`src/design/vsd_pkg.sv`:
```
// ----------------------------------------------------------------------------
// vsd_pkg: shared types and constants of the dual three-phase VSD transform
// Item formats, fixed-point constants, pipeline control bundle and the
// quarter-wave sine entry function used to fill the lookup table.
// ----------------------------------------------------------------------------
`default_nettype none

package vsd_pkg;

	localparam int SAMPLE_WIDTH = 16;
	localparam int ANGLE_WIDTH  = 16;
	localparam int TRIG_WIDTH   = 16;
	localparam int ENTRY_WIDTH  = 15;
	localparam int NUM_STAGES   = 8;

	// sqrt(3)/2 in Q14, and the Q14 weight of one half as a shift
	localparam logic signed [15:0] ROOT3_HALF_Q14 = 16'sd14189;
	localparam int HALF_Q14_SHIFT = 13;

	localparam logic [63:0] HALF_PI_Q30    = 64'd1686629713;
	localparam logic [63:0] SINE_AMPLITUDE = 64'd32767;

	// divisors (2i)(2i+1) of the Taylor terms, term i at index i
	localparam logic [6:1][7:0] TAYLOR_DEN = {8'd156, 8'd110, 8'd72, 8'd42, 8'd20, 8'd6};

	typedef logic signed [SAMPLE_WIDTH-1:0] sample_t;
	typedef logic [ANGLE_WIDTH-1:0] angle_t;
	typedef logic signed [TRIG_WIDTH-1:0] trig_t;

	localparam sample_t SAT_MAX = {1'b0, {(SAMPLE_WIDTH-1){1'b1}}};
	localparam sample_t SAT_MIN = {1'b1, {(SAMPLE_WIDTH-1){1'b0}}};

	typedef struct packed {
		sample_t first_a_current;
		sample_t first_b_current;
		sample_t first_c_current;
		sample_t second_a_current;
		sample_t second_b_current;
		sample_t second_c_current;
		angle_t  rotor_angle;
	} in_item_t;

	typedef struct packed {
		sample_t d_current;
		sample_t q_current;
		sample_t x_current;
		sample_t y_current;
	} out_item_t;

	// per-stage load enables and valid bits
	typedef struct packed {
		logic [NUM_STAGES-1:0] en;
		logic [NUM_STAGES-1:0] vld;
	} pipe_ctrl_t;

	// Quarter-wave sine entry: seven-term Taylor series in unsigned Q30 with
	// truncating steps, scaled to 32767 and rounded. Evaluated at elaboration.
	function automatic logic [ENTRY_WIDTH-1:0] sine_entry(input int unsigned k,
			input int unsigned tbits);
		logic [63:0] x;
		logic [63:0] x2;
		logic [63:0] term;
		logic signed [63:0] sum;
		logic signed [63:0] v;
		int i;
		x = (64'(k) * HALF_PI_Q30) >> tbits;
		x2 = (x * x) >> 30;
		term = x;
		sum = signed'(x);
		for (i = 1; i <= 6; i++) begin
			term = ((term * x2) >> 30) / 64'(TAYLOR_DEN[i]);
			if (i[0]) begin
				sum = sum - signed'(term);
			end else begin
				sum = sum + signed'(term);
			end
		end
		if (sum < 0) begin
			sum = '0;
		end
		v = (sum * signed'(SINE_AMPLITUDE) + (64'sd1 <<< 29)) >>> 30;
		if (v > signed'(SINE_AMPLITUDE)) begin
			v = signed'(SINE_AMPLITUDE);
		end
		return v[ENTRY_WIDTH-1:0];
	endfunction

endpackage

`default_nettype wire

```
`src/design/vsd_round_div3.sv`:
```
// ----------------------------------------------------------------------------
// vsd_round_div3: divide by three with fraction removal and saturation
// Rounds to nearest (ties away from zero) over three stages: bias and
// shift, reciprocal multiply, one-step correction with sign and clamp.
// ----------------------------------------------------------------------------
`default_nettype none

module vsd_round_div3 #(
	parameter int NUM_WIDTH = 50,
	parameter int FRAC_BITS = 29
) (
	input  logic                        clk,
	input  logic [2:0]                  en,
	input  logic signed [NUM_WIDTH-1:0] num,
	output vsd_pkg::sample_t            result
);
	import vsd_pkg::*;

	localparam int TW = NUM_WIDTH + 1 - FRAC_BITS;
	localparam logic [NUM_WIDTH:0] OFFSET = (NUM_WIDTH + 1)'(3) << (FRAC_BITS - 1);
	localparam logic [TW-1:0] RECIP     = TW'((64'd1 << TW) / 3);
	localparam logic [TW-1:0] DIVISOR   = TW'(3);
	localparam logic [TW-1:0] POS_LIMIT = TW'((64'd1 << (SAMPLE_WIDTH - 1)) - 64'd1);
	localparam logic [TW-1:0] NEG_LIMIT = TW'(64'd1 << (SAMPLE_WIDTH - 1));

	logic [NUM_WIDTH-1:0] mag;
	logic [NUM_WIDTH:0]   biased;
	logic [2*TW-1:0]      prod;
	logic [TW-1:0]        rem;
	logic [TW-1:0]        quo;
	sample_t              sat;

	logic [TW-1:0] t_s6;
	logic          neg_s6;
	logic [TW-1:0] t_s7;
	logic [TW-1:0] q0_s7;
	logic          neg_s7;
	sample_t       result_s8;

	assign mag    = num[NUM_WIDTH-1] ? unsigned'(-num) : unsigned'(num);
	assign biased = {1'b0, mag} + OFFSET;
	assign prod   = (2 * TW)'(t_s6) * (2 * TW)'(RECIP);

	// the reciprocal estimate is low by at most one
	assign rem = t_s7 - (q0_s7 + (q0_s7 << 1));
	assign quo = q0_s7 + TW'(rem >= DIVISOR);

	always_comb begin
		if (!neg_s7 && quo > POS_LIMIT) begin
			sat = SAT_MAX;
		end else if (neg_s7 && quo > NEG_LIMIT) begin
			sat = SAT_MIN;
		end else if (neg_s7) begin
			sat = -signed'(quo[SAMPLE_WIDTH-1:0]);
		end else begin
			sat = signed'(quo[SAMPLE_WIDTH-1:0]);
		end
	end

	always_ff @(posedge clk) begin
		if (en[0]) begin
			t_s6   <= biased[NUM_WIDTH:FRAC_BITS];
			neg_s6 <= num[NUM_WIDTH-1];
		end
		if (en[1]) begin
			t_s7   <= t_s6;
			q0_s7  <= prod[2*TW-1:TW];
			neg_s7 <= neg_s6;
		end
		if (en[2]) begin
			result_s8 <= sat;
		end
	end

	assign result = result_s8;

endmodule

`default_nettype wire

```
`config.mk`:
```
export PLATFORM = sky130hd
export DESIGN_NAME = vsd_round_div3
export DESIGN_NICKNAME = d
export VERILOG_FILES = /design/src/design/vsd_pkg.sv /design/src/design/vsd_round_div3.sv
export SDC_FILE = /design/constraint.sdc
export NUM_CORES = 1
export LEC_CHECK = 0
export BUFFER_PORTS_ARGS = -buffer_cell sky130_fd_sc_hd__buf_4
export CORE_MARGIN = 2
export CORE_UTILIZATION = 60
export DETAILED_ROUTE_END_ITERATION = 12
export PLACE_DENSITY = 0.78
export SETUP_SLACK_MARGIN = 0.02
export SLEW_MARGIN = 5
export SYNTH_ARGS = -nofsm -noshare
export SYNTH_HDL_FRONTEND = slang
export SYNTH_SLANG_ARGS = --single-unit
```
`constraint.sdc`:
```
create_clock -name clk -period 8.5 [get_ports clk]
set_clock_uncertainty 0.1 [all_clocks]
set_input_delay 1.7 -clock clk [delete_from_list [all_inputs] [get_ports clk]]
set_output_delay 1.7 -clock clk [all_outputs]
set_load 0.005 [all_outputs]
```
; ---- Word level (Yosys, flattened, before mapping)
; Cells that the tools add are included.
[word_totals]
in_bits = 54
regBits = 83
word_cells = 22
[classes]
mul = 1
reduce_logical = 3
addsub = 6
n_mux = 3
magnitude_cmp = 3
[op_table]
columns = op, n
row1 = 50-bit by 30-bit adder with 51-bit output (second input constant), 1
row2 = 50-bit two-way mux, 1
row3 = 50-bit negation, 1
row4 = 22-bit by 21-bit multiplier with 43-bit output (second input constant), 1
row5 = 16-bit two-way mux, 2
row6 = 21-bit by 1-bit adder with 22-bit output, 1
row7 = 21-bit by 22-bit adder with 22-bit output, 1
row8 = 22-bit by 2-bit greater-or-equal comparator with 1-bit output (second input constant), 1
row9 = 22-bit by 15-bit > comparator with 1-bit output (second input constant), 1
row10 = 22-bit by 16-bit > comparator with 1-bit output (second input constant), 1
row11 = 22-bit subtractor, 1
row12 = 16-bit negation, 1
row13 = 1-bit logical AND, 2
row14 = 1-bit zero test, 1

; ---- Logic depth before layout (Yosys ltp)
[logic_depth]
word_depth = 7
mapped_depth = 26
ltp_nobuf = 25

; ---- Least setup slack after synthesis
; No wires, ideal clock.
[synth_timing]
path_kind = flip-flop to flip-flop
start = register t_s6[1]
end = register q0_s7[20] (data pin)
t_arrival_ns = 6.090
slack_ns = 2.050
stages_incl_launch_ff = 20
t_required_ns = 8.140
period_less_slack_ns = 6.450
path_buffers = 0
cell_sequence = edfxtp_1 > ha_1 > inv_1 > fa_1 > fa_1 > inv_1 > fa_1 > fa_1 > fa_1 > fa_1 > ha_1 > nand2_1 > nor3_1 > nand4_1 > a2bb2oi_1 > a221oi_1 > a311oi_1 > o31ai_1 > a21oi_1 > xnor2_1
[synth_via]
elab_chain_len = 1
[synth_lines]
columns = element, line
row1 = "start, declared", vsd_round_div3.sv:33  ; logic [TW-1:0] t_s6;
row2 = "start signal, assigned", vsd_round_div3.sv:62  ; t_s6 <= biased[NUM_WIDTH:FRAC_BITS];
row3 = 22-bit by 21-bit multiplier with 43-bit output, vsd_round_div3.sv:42  ; assign prod = (2 * TW)'(t_s6) * (2 * TW)'(RECIP);
row4 = via prod[42], vsd_round_div3.sv:28  ; logic [2*TW-1:0] prod;
row5 = "end signal, assigned", vsd_round_div3.sv:67  ; q0_s7 <= prod[2*TW-1:TW];
row6 = "end, declared", vsd_round_div3.sv:36  ; logic [TW-1:0] q0_s7;
; The timed path passes the listed nets, and every way through them passes these cells.
; A chain may end at the register's enable or synchronous reset.

; ---- Worst setup path in the final report
[layout_timing]
start = register t_s6[3]
end = register q0_s7[20] (data pin)
; Same word-level chain as after synthesis.

==> results.sh <==
export IMPL_grt_pass1_wl_um=50300
export IMPL_dieArea_sq_um=23800
export IMPL_gr_usage_met2_pct=47.7
export IMPL_initial_core_util_pct=61.5
export IMPL_rsz0062_at_grt="false"
export IMPL_max_cap_violations=0
export IMPL_grt_max_degree=45
export IMPL_cts_resized=0
export IMPL_critical_path_class="reg -> reg"
export IMPL_drv_slew=0
export IMPL_tritoncts="yes"
export IMPL_path_max_fanout=5
export IMPL_wl_per_cell_um=18.4
export IMPL_hpwl_um=26500
export IMPL_grt_busiest_layer="met2"
export IMPL_core_sq_um=22000
export IMPL_totalWireLength_um=30800
export IMPL_hp_class="reg -> reg"
export IMPL_area_growth_pct=8.17
export IMPL_clk_latency_ns=0.36
export IMPL_overflow=0
export IMPL_viasPerCell=5.76
export IMPL_yosys_top_cells_area="fa_1 (26%), ha_1 (22%), edfxtp_1 (18%), inv_1 (7.8%), xnor2_1 (3.8%)"
export IMPL_nets=1856
export IMPL_clock_path_buffers=2
export IMPL_start_kind="register"
export IMPL_grtUsageMet3_pct=4.17
export IMPL_drt_pass1_iterations=7
export IMPL_ys_types=73
export IMPL_syn_avg_cell_area_sq_um=10.3
export IMPL_ys_seq_elements=83
export IMPL_r2r_start="t_s6[3]"
export IMPL_critPathRequiredTime_ns=8.51
export IMPL_crit_arrival_ns=7.31
export IMPL_syn_nets=1791
export IMPL_yosysWarningCount=0
export IMPL_cts_sinks=83
export IMPL_period_needed_ns=7.30
export IMPL_routabilityCongestion=0.962
export IMPL_final_antenna_net_count=0
export IMPL_async_flop_share_pct=0
export IMPL_crit_path_end_kind="register"
export IMPL_fin_cells=1670
export IMPL_yosys_area_top_type="fa_1"
export IMPL_hp_start="neg_s6"
export IMPL_grtUsageMet1_pct=34.3
export IMPL_vias=9625
export IMPL_synth_top_area_share_pct=26.3
export IMPL_drtIter0Drc=595
export IMPL_diodes=0
export IMPL_io_pins=70
export IMPL_worst_pin_slew_ns=0.999
export IMPL_fmax_mhz=137
export IMPL_outcome="completed"
export IMPL_clk_pin_slew_ns=0.08
export IMPL_setup_worst_path_start="t_s6[3]"
export IMPL_clockRootBuffer="clkbuf_16"
export IMPL_synth_top_flop_cell="edfxtp_1"
export IMPL_grt_util_all_layers_pct=27.2
export IMPL_grt_pass1_vias=10114
export IMPL_synthCells=1320
export IMPL_dpl_cell_area_sq_um=14400
export IMPL_chipWidth_um=154
export IMPL_cts_inserted_buffers=9
export IMPL_setup_tns_ns=0
export IMPL_fin_area_sq_um=14700
export IMPL_drive_gt1_share_pct=7.19
export IMPL_ys_seq_area_share_pct=18.4
export IMPL_synth_edff_count=83
export IMPL_synth_area_sq_um=13600
export IMPL_port_buffers=69
export IMPL_fin_crit_sh_pct=85.9
export IMPL_finalHoldViolCount=0
export IMPL_drcViolationCount=0
export IMPL_relSlewSlack_pct=33.4
export IMPL_fp_dieH_um=154
export IMPL_synth_common_cells="inv_1 (282), ha_1 (239), fa_1 (178), edfxtp_1 (83), xnor2_1 (59)"
export IMPL_cts_max_level=3
export IMPL_std_cell_rows=54
export IMPL_setup_viol=0
export IMPL_post_cts_buffers=0
export IMPL_antenna_found_initial=0
export IMPL_hold_buffers=0
export IMPL_yosysMostFrequentCell="inv_1"
export IMPL_dp_cells=1654
[registers in the layout, summed over array words and instances (netlist names)]
| signal | count |
|---|---|
| neg_s7 | 1 |
| t_s7 | 22 |
| neg_s6 | 1 |
| result | 16 |
| t_s6 | 22 |
| q0_s7 | 21 |
[area by class of cell]
cell class                 instances  area (sq um)
clock buffer                       9           225
clock inverter                     7          73.8
fill                            1676          7360
inverter                         282          1060
multi-input combinational        939          9940
sequential                        83          2490
tap                              280           350
timing repair buffer              70           526
[cell usage in the layout (no fill, tap or decap), types with 38 or more instances in the layout]
master,n
xnor2_1,59
buf_4,70
nand2_1,56
o21ai_0,38
fa_1,178
inv_1,282
a21oi_1,44
edfxtp_1,83
nor2_1,47
ha_1,239
[cell families after synthesis]
family          count (synthesis)  share of synthesized area [%]
buf+inv                       298                           8.31
fa+ha+maj                     418                           48.4
simple gates                  243                           9.76
mux                             4                          0.295
xor+xnor                       86                           5.66
other cells                     1                         0.0277
compound gates                187                           9.14
flops                          83                           18.4
[final timing paths]
check	cells past startpoint	endpoint	slack, ns
setup / recovery	19	q0_s7[20]	1.20
hold / removal	0	neg_s7	0.40
setup reg to reg	19	q0_s7[20]	1.20
hold reg to reg	0	neg_s7	0.40
[through the flow]
| stage | setup slack [ns] | utilization (%) | hold WS, ns |
|---|---|---|---|
| after floorplan | 2.05 | - | 0.300 |
| after global placement | 1.36 | 65.2 | 0.390 |
| after detailed placement | 1.28 | 65.2 | 0.386 |
| after CTS | 1.25 | 66.6 | 0.404 |
| after global routing | 0.783 | 66.6 | 0.434 |
| final | 1.20 | 66.6 | 0.400 |
[metal layers]
layer,vias up,wire (um)
met5,-,0
met4,0,1090
met3,65,1760
met2,318,15200
met1,4670,12700
li1,4572,-
[critical path: stages (launching register included)]
cell and delay (ns):
edfxtp_1 0.53, ha_1 0.47, inv_1 0.10, fa_1 0.51
fa_1 0.56, inv_1 0.06, fa_1 0.51, fa_1 0.53
fa_1 0.59, fa_1 0.42, ha_1 0.35, nand2_1 0.07
nor3_1 0.24, nand4_1 0.13, a2bb2oi_1 0.21, a221oi_1 0.69
a311oi_1 0.28, o31ai_1 0.40, a21oi_1 0.14, xnor2_1 0.17
Power is left out: the tool's default activity adds up to more than one toggle a clock period on the data nets, which glitch-free logic cannot reach.
