$ cat src/design/vsd_pkg.sv
// ----------------------------------------------------------------------------
// vsd_pkg: shared types and constants of the dual three-phase VSD transform
// Item formats, fixed-point constants, pipeline control bundle and the
// quarter-wave sine entry function used to fill the lookup table.
// ----------------------------------------------------------------------------
`default_nettype none

package vsd_pkg;

	localparam int SAMPLE_WIDTH = 16;
	localparam int ANGLE_WIDTH  = 16;
	localparam int TRIG_WIDTH   = 16;
	localparam int ENTRY_WIDTH  = 15;
	localparam int NUM_STAGES   = 8;

	// sqrt(3)/2 in Q14, and the Q14 weight of one half as a shift
	localparam logic signed [15:0] ROOT3_HALF_Q14 = 16'sd14189;
	localparam int HALF_Q14_SHIFT = 13;

	localparam logic [63:0] HALF_PI_Q30    = 64'd1686629713;
	localparam logic [63:0] SINE_AMPLITUDE = 64'd32767;

	// divisors (2i)(2i+1) of the Taylor terms, term i at index i
	localparam logic [6:1][7:0] TAYLOR_DEN = {8'd156, 8'd110, 8'd72, 8'd42, 8'd20, 8'd6};

	typedef logic signed [SAMPLE_WIDTH-1:0] sample_t;
	typedef logic [ANGLE_WIDTH-1:0] angle_t;
	typedef logic signed [TRIG_WIDTH-1:0] trig_t;

	localparam sample_t SAT_MAX = {1'b0, {(SAMPLE_WIDTH-1){1'b1}}};
	localparam sample_t SAT_MIN = {1'b1, {(SAMPLE_WIDTH-1){1'b0}}};

	typedef struct packed {
		sample_t first_a_current;
		sample_t first_b_current;
		sample_t first_c_current;
		sample_t second_a_current;
		sample_t second_b_current;
		sample_t second_c_current;
		angle_t  rotor_angle;
	} in_item_t;

	typedef struct packed {
		sample_t d_current;
		sample_t q_current;
		sample_t x_current;
		sample_t y_current;
	} out_item_t;

	// per-stage load enables and valid bits
	typedef struct packed {
		logic [NUM_STAGES-1:0] en;
		logic [NUM_STAGES-1:0] vld;
	} pipe_ctrl_t;

	// Quarter-wave sine entry: seven-term Taylor series in unsigned Q30 with
	// truncating steps, scaled to 32767 and rounded. Evaluated at elaboration.
	function automatic logic [ENTRY_WIDTH-1:0] sine_entry(input int unsigned k,
			input int unsigned tbits);
		logic [63:0] x;
		logic [63:0] x2;
		logic [63:0] term;
		logic signed [63:0] sum;
		logic signed [63:0] v;
		int i;
		x = (64'(k) * HALF_PI_Q30) >> tbits;
		x2 = (x * x) >> 30;
		term = x;
		sum = signed'(x);
		for (i = 1; i <= 6; i++) begin
			term = ((term * x2) >> 30) / 64'(TAYLOR_DEN[i]);
			if (i[0]) begin
				sum = sum - signed'(term);
			end else begin
				sum = sum + signed'(term);
			end
		end
		if (sum < 0) begin
			sum = '0;
		end
		v = (sum * signed'(SINE_AMPLITUDE) + (64'sd1 <<< 29)) >>> 30;
		if (v > signed'(SINE_AMPLITUDE)) begin
			v = signed'(SINE_AMPLITUDE);
		end
		return v[ENTRY_WIDTH-1:0];
	endfunction

endpackage

`default_nettype wire

$ cat src/design/vsd_pipe_ctrl.sv
// ----------------------------------------------------------------------------
// vsd_pipe_ctrl: valid/stall control of the transform pipeline
// Tracks one valid bit per stage and opens a stage whenever it is empty or
// its successor moves, so bubbles close up under a stalled output.
// ----------------------------------------------------------------------------
`default_nettype none

module vsd_pipe_ctrl (
	input  logic                clk,
	input  logic                arst_n,
	input  logic                sample_valid,
	input  logic                result_stall,
	output vsd_pkg::pipe_ctrl_t pipe
);
	import vsd_pkg::*;

	logic [NUM_STAGES-1:0] vld_q;
	logic [NUM_STAGES-1:0] en;
	logic                  next_ready;

	// stage k may load when it is empty or stage k+1 is loading
	always_comb begin
		next_ready = !result_stall;
		for (int k = NUM_STAGES - 1; k >= 0; k--) begin
			en[k] = !vld_q[k] || next_ready;
			next_ready = en[k];
		end
	end

	always_ff @(posedge clk or negedge arst_n) begin
		if (!arst_n) begin
			vld_q <= '0;
		end else begin
			if (en[0]) begin
				vld_q[0] <= sample_valid;
			end
			for (int k = 1; k < NUM_STAGES; k++) begin
				if (en[k]) begin
					vld_q[k] <= vld_q[k-1];
				end
			end
		end
	end

	assign pipe.en  = en;
	assign pipe.vld = vld_q;

endmodule

`default_nettype wire

$ cat config.mk
export PLATFORM = sky130hd
export DESIGN_NAME = vsd_pipe_ctrl
export DESIGN_NICKNAME = d
export VERILOG_FILES = /design/src/design/vsd_pkg.sv /design/src/design/vsd_pipe_ctrl.sv
export SDC_FILE = /design/constraint.sdc
export NUM_CORES = 1
export LEC_CHECK = 0
export ABC_AREA = 1
export BUFFER_PORTS_ARGS = -buffer_cell sky130_fd_sc_hd__buf_2
export CORE_AREA = 3 3 40 42
export CTS_CLUSTER_DIAMETER = 100
export CTS_CLUSTER_SIZE = 12
export DETAILED_ROUTE_END_ITERATION = 10
export DIE_AREA = 0 0 43 45
export GPL_TIMING_DRIVEN = 0
export HOLD_SLACK_MARGIN = 0.08
export SYNTH_ARGS = -nofsm -noshare
export SYNTH_HDL_FRONTEND = slang
export SYNTH_SLANG_ARGS = --single-unit
$ cat constraint.sdc
create_clock -name clk -period 2.4 [get_ports clk]
set_input_delay 0.36 -clock clk [delete_from_list [all_inputs] [get_ports clk]]
set_output_delay 0.36 -clock clk [all_outputs]
set_load 0.02 [all_outputs]
# Yosys cells after proc, flatten, opt, wreduce, memory -nomap -nowiden
# Cells that the tools add are included.
dict set report word_totals {
  output_inout_bits 16
  word_cells 25
  in_bits 4
  ff_bits 8
}
dict set report classes {
  n_reduce_logical 17
}
# cell count
set ops {}
lappend ops {{logical NOT 1 bit} 9}
lappend ops {{logical OR 1 bit} 8}

# Longest topological paths before layout
# Gate-level depths: netlist (run 1).
dict set report depth {
  word_depth 9
  ltp_mapped 6
  depth_no_buf 6
}

# Least setup slack after synthesis (run 1)
# No wires, ideal clock.
dict set report synth_timing {
  path_kind {register -> output}
  startpoint {reg vld_q[7]}
  endpoint {out pipe[8] in the netlist's numbering}
  required_ns 2.040
  n_path_buf 1
  setup_slack_ns 0.751
  path_stages_with_launch 7
  arrival_time_ns 1.289
  cell_sequence {dfrtp_1 > nand2_2 > nor2_4 > nand4_4 > nor2_4 > nand3_2 > buf_4}
}
# element line_no
set synth_lines {}
lappend synth_lines {{start: declaration} vsd_pipe_ctrl.sv:17} ;# logic [NUM_STAGES-1:0] vld_q;
lappend synth_lines {{start signal: indexed assignment} vsd_pipe_ctrl.sv:39} ;# vld_q[k] <= vld_q[k-1];
lappend synth_lines {{end: declaration} vsd_pipe_ctrl.sv:13} ;# output vsd_pkg::pipe_ctrl_t pipe

# Worst setup path after layout (run 1)
dict set report layout_timing {
  startpoint {reg vld_q[7]}
  endpoint {out pipe[8] in the netlist's numbering}
}
dict set report layout_via {
  elab_chain_cells 9
}
# element line_no
set layout_lines {}
lappend layout_lines {{logical NOT 1 bit} vsd_pipe_ctrl.sv:25} ;# en[k] = !vld_q[k] || next_ready;
lappend layout_lines {{logical OR 1 bit (8 in series)} vsd_pipe_ctrl.sv:25}
# Every way passes these cells.

==> impl_metrics.tcl, run 1 <==
set metrics [dict create \
    synth_area_leaders "dfrtp_1 57%, inv_1 9.6%, nand2_1 8.6%" \
    syn_avg_cell_area_um2 10.30 \
    p_int_uw 275.1 \
    final_nets 63 \
    final_cells 72 \
    regArea_um2 200.2 \
    path_buf_inv 2 \
    worst_setup_path_end_kind "output pin" \
    powerDensity_nw_per_um2 925.0 \
    cts_resized 0 \
    cpLargestDelayFamily "simple AND/OR/NAND/NOR gates" \
    portBuffers 19 \
    maxSlewHeadroom_pct 88.13 \
    p_comb_share_pct 37.9 \
    ys_types 10 \
    critPathSlowestCell "dfrtp_1" \
    ys_warn_count 0 \
    regMostFlops "vld_q" \
    drc 0 \
    max_freq_mhz 569.6 \
    dp_cells 68 \
    outcome "complete, no violations" \
    coreArea_um2 1285 \
    syn_nets 38 \
    drive_above_1_share_pct 54.39 \
    ys_seq_elements 8 \
    cts_made_buffers 3 \
    crit_chain "nand2_2 > nor2_4 > nand4_4 > nor2_4 > nand3_2 > buf_4 > buf_2" \
    top_regs "vld_q: 8 flops" \
    cts_sinks 8 \
    fillers 144 \
    grt_pass1_wl_um 1048 \
    grt_max_degree 9 \
    grt.overflow.total 0 \
    via_per_inst 3.986 \
    seq_area_frac_synth_pct 57.14 \
    worst_slew_pin_slew_ns 0.1781 \
    hpwl_um 553 \
    drtAntennaViolNets 0 \
    p_leak_uw 0.0002582 \
    syn2layout_area_growth_pct 41.79 \
    first_iter_violations 3 \
    largest_register_ffs 8 \
    setup_tns_ns 0 \
    multiInputGateArea_um2 108.9 \
    ios 20 \
    worstPathRequired_ns 2.04 \
    arrival_ns 1.40 \
    root_buffer "clkbuf_4" \
    dieHeight_um 45 \
    crit_top_cell "nor2_4" \
    finClkSkew_ns 0.004441 \
    antenna_found_initial 0 \
    p_seq_share_pct 39.7 \
    antennaDiodeCount 0 \
    die_area_um2 1935 \
    setup_viol 0 \
    grt_pass1_vias 245 \
    post-route-period-util_pct 73.15 \
    switchingPower_uw 184.4 \
    htreeDepth 1 \
    path_max_fanout 4 \
    cts_max_path_buffers 2 \
    clock_latency_ns 0.25 \
    final_common_cell "buf_2" \
    synth_top_area_share_pct 57.14 \
    globalplace.congestion 0.7005 \
    start_kind "flop" \
    syn_inst 34 \
    fin_crit_ns 1.756 \
    die_w_um 43 \
    p_sw_share_pct 40.13 \
    min_path_type "in2reg" \
    ir_drop_uv 409.6 \
    num_vias 287 \
    synth_area_leader_cell "dfrtp_1" \
    grtUsageTotal_pct 8.165 \
    initial_core_util_pct 27.26 \
    row_count 13 \
    routedWlPerCell_um 9.458 \
    clkTransAtPathRegs_ns 0.06 \
    wl_um 681 \
    rsz0062_at_grt "false" \
    slew_viol_final 0 \
    hold_viol 0 \
    power_frac_clock_pct 22.4 \
    syn-cell-area_um2 350.3 \
    first_pass_iters 2 \
    final_cell_mix "19 x buf_2, 9 x inv_1, 8 x nand2_1, 8 x dfrtp_1, 3 x clkbuf_4" \
    slowest_delay_ns 0.35 \
    whs_ns 0.2899 \
    drv_cap 0 \
    crit_type "reg2out" \
    cts_tree "yes" \
]
power by group through the flow:
stage / logic [uW] / registers (uW) / clock network [uW]
6_report: 174 / 183 / 103
5_1_grt: 188 / 187 / 117
4_1_cts: 177 / 183 / 110
3_5_place_dp: 175 / 185 / 0
3_3_place_gp: 174 / 185 / 0
2_1_floorplan: 88.3 / 212 / 0
cell type report:
type	count	share of cell area, %
inverters	9	6.801
multi-input cells	16	21.91
flip-flops and latches	8	40.30
repair buffers	20	21.16
clock buffers	3	4.534
plain buffers	1	1.511
well taps	15	3.778
logic make-up after synthesis:
family	count (synthesis)	share of synthesized area (%)
flip-flops	8	57.14
AND/OR/NAND/NOR	16	31.07
buffers and inverters	10	11.79
worst paths after layout:
path | to | slack [ns] | depth (start not counted) | startpoint
setup reg to reg | vld_q[5]$_DFFE_PN0P_ | 1.33 | 5 | vld_q[6]$_DFFE_PN0P_
min in group asynchronous | vld_q[7]$_DFFE_PN0P_ | 0.47 | 2 | arst_n
hold reg to reg | vld_q[1]$_DFFE_PN0P_ | 0.50 | 2 | vld_q[0]$_DFFE_PN0P_
max in group asynchronous | vld_q[0]$_DFFE_PN0P_ | 1.76 | 2 | arst_n
setup / recovery | pipe[8] | 0.64 | 7 | vld_q[7]$_DFFE_PN0P_
hold / removal | vld_q[0]$_DFFE_PN0P_ | 0.29 | 3 | sample_valid
per-layer routing:
metal / track usage, % / part of all wire, % / vias up
met5: 0 / 0 / -
met4: 5.422 / 1.2 / 0
met1: 9.701 / 41 / 126
met3: 6.375 / 13 / 2
li1: - / - / 143
met2: 9.880 / 44 / 16
cells in the mapped netlist:
library cell and n:
inv_1 9, nor2_2 1, nand3_2 1, buf_4 1, nor2_4 2, dfrtp_1 8
nand2_1 8, nand4_4 1, nand2_2 1, or2_2 2
tightest hold or removal path, stage by stage:
cell     delay (ns)
buf_2          0.07
inv_1          0.03
nand2_1        0.05
through the flow:
stage	area, um^2	power [uW]	util (%)	setup slack, ns
floorplan	350.3	300.7	-	0.7512
global placement	464.2	358.2	36.12	0.8111
detailed placement	464.2	360.6	36.12	0.8046
CTS	496.7	469.8	38.66	0.6183
global route	496.7	491.1	38.66	0.5478
finish	496.7	459.5	38.66	0.6444
what timing repair did:
item	in CTS	in global routing
hold endpoints to repair	8	0
setup buffers	0	0
hold buffers	1	0
No activity file was read; power rests on OpenSTA's default activity.
==> inputs of run 2 (changes only) <==
- ABC_AREA: 1 -> 0
- clock period: 2.4 -> 1.8 ns (I/O delays scaled with it)
==> run 2 against run 1 <==
  * Worst hold slack worse by 0.072 ns
  * Synthesized area shrank 1.4%
  * Combinational power increased by 39%
  * Clock power grew 26%
  * Synthesized cell count down 15%
  * Global-route usage grew 0.32 points
  * Non-clock buffer count up 2
  * Design area down 1.0%
  * Critical endpoint unchanged
==> impl_metrics.tcl, run 2 <==
set metrics [dict create \
    ir_drop_uv 575.9 \
    slowest_delay_ns 0.37 \
    worst_slew_pin_slew_ns 0.1890 \
    fillers 134 \
    yosysMostFrequentCell "dfrtp_1" \
    grt.overflow.total 0 \
    syn2layout_area_growth_pct 42.39 \
    start_kind "flop" \
    final_cell_mix "19 x buf_2, 8 x dfrtp_1, 3 x nand2_1, 3 x nand3_1, 3 x clkbuf_4" \
    maxSlewHeadroom_pct 87.40 \
    max_freq_mhz 605.0 \
    top_layer "met3" \
    grt_pass1_wl_um 1145 \
    setup_tns_ns 0 \
    cts_tree "yes" \
    crit_chain "and4_4 > buf_6 > nand4_1 > buf_4 > buf_2" \
    top_regs "vld_q: 8 flops" \
    path_buf_inv 3 \
    regArea_um2 200.2 \
    grt_max_degree 11 \
    ios 20 \
    final_cells 67 \
    antennaDiodeCount 0 \
    synth_edf_count 0 \
    outcome "complete, no violations" \
    crit_type "reg2out" \
    cts_sinks 8 \
    dpl_cell_area_um2 459.2 \
    syn_nets 33 \
    worst_setup_path_end_kind "output pin" \
    cpLargestDelayFamily "buffers and inverters" \
    syn-cell-area_um2 345.3 \
    fin_area_um2 491.7 \
    drc 0 \
    cts_max_path_buffers 2 \
    wl_met2_um 299 \
    wl_um 693 \
    ys_warn_count 0 \
    ys_types 14 \
    ys_seq_elements 8 \
    cts_setup_buffers 0 \
    portBuffers 19 \
    fin_crit_ns 1.653 \
    met1_length_um 310 \
    clkTransAtPathRegs_ns 0.05 \
    critPathSlowestCell "dfrtp_1" \
    root_buffer "clkbuf_4" \
    synthArstFlopShare_pct 100.0 \
    path_max_fanout 10 \
    largest_register_ffs 8 \
    initial_core_util_pct 26.87 \
    die_area_um2 1935 \
    grt_pass1_vias 266 \
    min_path_type "in2reg" \
    first_pass_iters 4 \
    regMostFlops "vld_q" \
    cts_resized 0 \
    ys.flop_type "dfrtp_1" \
    whs_ns 0.2182 \
    holdBufCountCts 1 \
    setup_viol 0 \
    total_power_uw 614.2 \
    synth_area_leaders "dfrtp_1 58%, buf_6 6.5%, a31o_1 5.1%" \
    synth_top_area_share_pct 57.97 \
    finClkSkew_ns 0.001356 \
    final_nets 58 \
    syn_inst 29 \
    multiInputGateArea_um2 111.4 \
    synth_area_leader_cell "dfrtp_1" \
    first_iter_violations 5 \
    slew_viol_final 0 \
    syn_avg_cell_area_um2 11.91 \
    hpwl_um 529.2 \
    drv_cap 0 \
    routed-wl-met3_um 83 \
    arrival_ns 1.38 \
    powerDensity_nw_per_um2 1249 \
    rsz0062_at_grt "false" \
    routedWlPerCell_um 10.34 \
    htreeDepth 1 \
    cts_made_buffers 3 \
    die_w_um 43 \
    final_common_cell "buf_2" \
    antenna_found_initial 0 \
    seq_area_frac_synth_pct 57.97 \
    post-route-period-util_pct 91.82 \
    drtAntennaViolNets 0 \
    ys_top_cells_by_count "8 x dfrtp_1, 3 x nand2_1, 3 x nand3_1" \
    num_vias 299 \
    grtUsageTotal_pct 8.487 \
    worstPathRequired_ns 1.53 \
    row_count 13 \
    dp_cells 63 \
    hold_viol 0 \
    drive_above_1_share_pct 51.92 \
    coreArea_um2 1285 \
    globalplace.congestion 0.6167 \
    clock_latency_ns 0.24 \
    p_leak_uw 0.0002326 \
    dieHeight_um 45 \
    via_per_inst 4.463 \
]
-- run 2: cell count changes in the layout (fill, tap and decap cells not counted), moves of 2 or more --
cell / delta
nand2_1: -5
a31o_1: +2
a21o_1: +2
inv_1: -9
nand2b_1: +2
or2_2: -2
nor2_4: -2
nand3_1: +3
buf_6: +2
-- run 2: cell type report --
type | instances | area share [%]
Inverter | 1 | 0.7634
Buffer | 3 | 6.107
Sequential cell | 8 | 40.71
Timing Repair Buffer | 20 | 21.37
Tap cell | 15 | 3.817
Multi-Input combinational cell | 17 | 22.65
Clock buffer | 3 | 4.580
-- run 2: final timing paths --
path,from,to,slack [ns],cells after the start
hold reg to reg,vld_q[2]$_DFFE_PN0P_,vld_q[3]$_DFFE_PN0P_,0.48,1
setup / recovery,vld_q[6]$_DFFE_PN0P_,pipe[8],0.15,5
max in group asynchronous,arst_n,vld_q[1]$_DFFE_PN0P_,1.23,2
hold / removal,sample_valid,vld_q[0]$_DFFE_PN0P_,0.22,2
setup reg to reg,vld_q[4]$_DFFE_PN0P_,vld_q[0]$_DFFE_PN0P_,0.73,3
min in group asynchronous,arst_n,vld_q[4]$_DFFE_PN0P_,0.40,2
-- run 2: routing by layer --
layer / global-route usage (%) / vias to the layer above
li1: - / 152
met2: 11.68 / 14
met5: 0 / -
met1: 10.15 / 133
met4: 3.614 / 0
met3: 5.976 / 0
-- run 2: report_power, final --
part | switching, uW | total [uW] | leakage [uW] | internal (uW)
sequential | 32.5 | 243 | 0.0000844 | 211
combinational | 141 | 241 | 0.000134 | 99.5
clock | 54.6 | 130 | 0.0000138 | 75.9
total | 228 | 614 | 0.000233 | 386
-- run 2: kinds of logic after synthesis --
family	synth area share, %
AOI/OAI and AO/OA	12.32
buffers and inverters	9.782
DFF	57.97
and+or+nand+nor	19.93
-- run 2: stage by stage --
stage               setup WS, ns  util (%)
floorplan                 0.4271         -
global placement          0.4045     35.74
detailed placement        0.3986     35.74
CTS                       0.1167     38.27
global route             0.04270     38.27
finish                    0.1472     38.27
==> inputs of run 3 (changes only) <==
==> constraint.sdc (replaced) <==
create_clock -name clk -period 1.8 [get_ports clk]
set_input_delay 0.36 -clock clk [delete_from_list [all_inputs] [get_ports clk]]
set_output_delay 0.36 -clock clk [all_outputs]
set_load 0.02 [all_outputs]
==> run 3 against run 2 <==
  * Critical path depth shrank 1
  * Register-to-register slack is essentially flat
  * Sequential power is essentially flat
==> impl_metrics.tcl, run 3 (synthesis gave the netlist of run 2 again) <==
set metrics [dict create \
    top_regs "vld_q: 8 flops" \
    holdPathStages 2 \
    max_freq_mhz 591.0 \
    powerDensity_nw_per_um2 1231 \
    first_pass_iters 2 \
    total_power_uw 630.0 \
    finClkSkew_ns 0.001795 \
    reg2reg_to "vld_q[0]$_DFFE_PN0P_" \
    post-route-period-util_pct 94.01 \
    maxSlewHeadroom_pct 87.13 \
    wl_um 717 \
    path_max_fanout 12 \
    reg2reg_setup_slack_ns 0.74 \
    grt.overflow.total 0 \
    final_cells 70 \
    grt_max_degree 11 \
    setup_ws_ns 0.1078 \
    r2r_cells 3 \
    via_per_inst 4.229 \
    regMostFlops "vld_q" \
    drive_above_1_share_pct 56.36 \
    wl_met2_um 307 \
    hpwl_um 529.2 \
    largest_register_ffs 8 \
    fin_crit_ns 1.692 \
    hold_end "vld_q[0]$_DFFE_PN0P_" \
    grt_pass1_vias 266 \
    final_common_cell "buf_2" \
    setup_tns_ns 0 \
    num_vias 296 \
    htreeDepth 1 \
    dieHeight_um 45 \
    rsz0062_at_grt "false" \
    crit_chain "and4_4 > nand4_1 > buf_4 > buf_2" \
    dp_cells 63 \
    routed-wl-met3_um 84 \
    coreArea_um2 1285 \
    final_nets 61 \
    cts_sinks 8 \
    root_buffer "clkbuf_4" \
    p_leak_uw 0.0002434 \
    ios 20 \
    path_buf_inv 2 \
    slew_viol_final 0 \
    routedWlPerCell_um 10.24 \
    outcome "complete, no violations" \
    antenna_found_initial 0 \
    worst_slew_pin_slew_ns 0.1930 \
    cp.depth 4 \
    portBuffers 19 \
    min_path_type "in2reg" \
    first_iter_violations 1 \
    start_kind "flop" \
    grt_pass1_wl_um 1145 \
    die_w_um 43 \
    critPathSlowestCell "dfrtp_1" \
    worstPathRequired_ns 1.44 \
    ir_drop_uv 558.8 \
    initial_core_util_pct 26.87 \
    final_cell_mix "19 x buf_2, 7 x dfrtp_1, 5 x buf_4" \
    syn2layout_area_growth_pct 48.19 \
    cts_tree "yes" \
    slowest_delay_ns 0.37 \
    worstHoldStart "sample_valid" \
    antennaDiodeCount 0 \
    globalplace.congestion 0.6167 \
    die_area_um2 1935 \
    crit_type "reg2out" \
    cts_max_path_buffers 2 \
    grtUsageTotal_pct 8.487 \
    met1_length_um 325 \
    drtAntennaViolNets 0 \
    final_core_util_pct 39.82 \
    arrival_ns 1.33 \
    cts_made_buffers 3 \
    setup_viol 0 \
    drc 0 \
    r2r-start "vld_q[4]$_DFFE_PN0P_" \
    cpLargestDelayFamily "simple AND/OR/NAND/NOR gates" \
    worst_setup_path_end_kind "output pin" \
    hold_viol 0 \
    clock_latency_ns 0.25 \
    drv_cap 0 \
    pre_cts_slack_ns 0.2259 \
    row_count 13 \
    top_layer "met3" \
    clkTransAtPathRegs_ns 0.05 \
]
[run 3: what timing repair did]
action                                  4_1_cts  5_1_grt
hold endpoints to repair                      8        0
hold buffers                                  1        0
resized for setup                             0        1
setup buffers                                 0        4
endpoints found under the setup margin        0        1
[run 3: area by class of cell]
cell class / instances / area, um^2
timing repair buffer: 24 / 135.1
tap: 15 / 18.77
buffer: 2 / 18.77
clock buffer: 3 / 22.52
multi-input combinational: 17 / 111.4
inverter: 1 / 3.754
fill: 131 / 773.2
sequential: 8 / 201.4
[run 3: metal layers]
metal / vias up / global-route usage (%)
li1: 156 / -
met2: 14 / 11.68
met4: 0 / 3.614
met5: - / 0
met3: 0 / 5.976
met1: 126 / 10.15
[run 3: worst max path at each step]
stage,slack (ns),startpoint,endpoint
3_5_place_dp,0.23,result_stall,pipe[8]
3_3_place_gp,0.23,result_stall,pipe[8]
6_report,0.11,vld_q[5]$_DFFE_PN0P_,pipe[8]
2_1_floorplan,0.34,vld_q[7]$_DFFE_PN0P_,pipe[8]
5_1_grt,0.01,vld_q[4]$_DFFE_PN0P_,pipe[8]
4_1_cts,0.03,vld_q[6]$_DFFE_PN0P_,pipe[8]
[run 3: worst reg2reg max path: stages, from the launching register on]
cell,delay (ns)
dfrtp_2,0.43
and3_1,0.16
buf_6,0.12
a41o_1,0.23
[run 3: metrics by stage]
step	hold slack (ns)	area, um^2
finish	0.3077	511.7
floorplan	0.06441	345.3
CTS	0.2984	491.7
global route	0.2914	511.7
detailed placement	0.2134	459.2
global placement	0.2096	459.2
[run 3: power by group]
part           leakage [uW]  switching, uW  total (uW)  internal [uW]
registers         0.0000837           28.1         240            212
clock network     0.0000138           55.2         131           75.9
logic              0.000146            149         259            110
total              0.000243            232         630            398
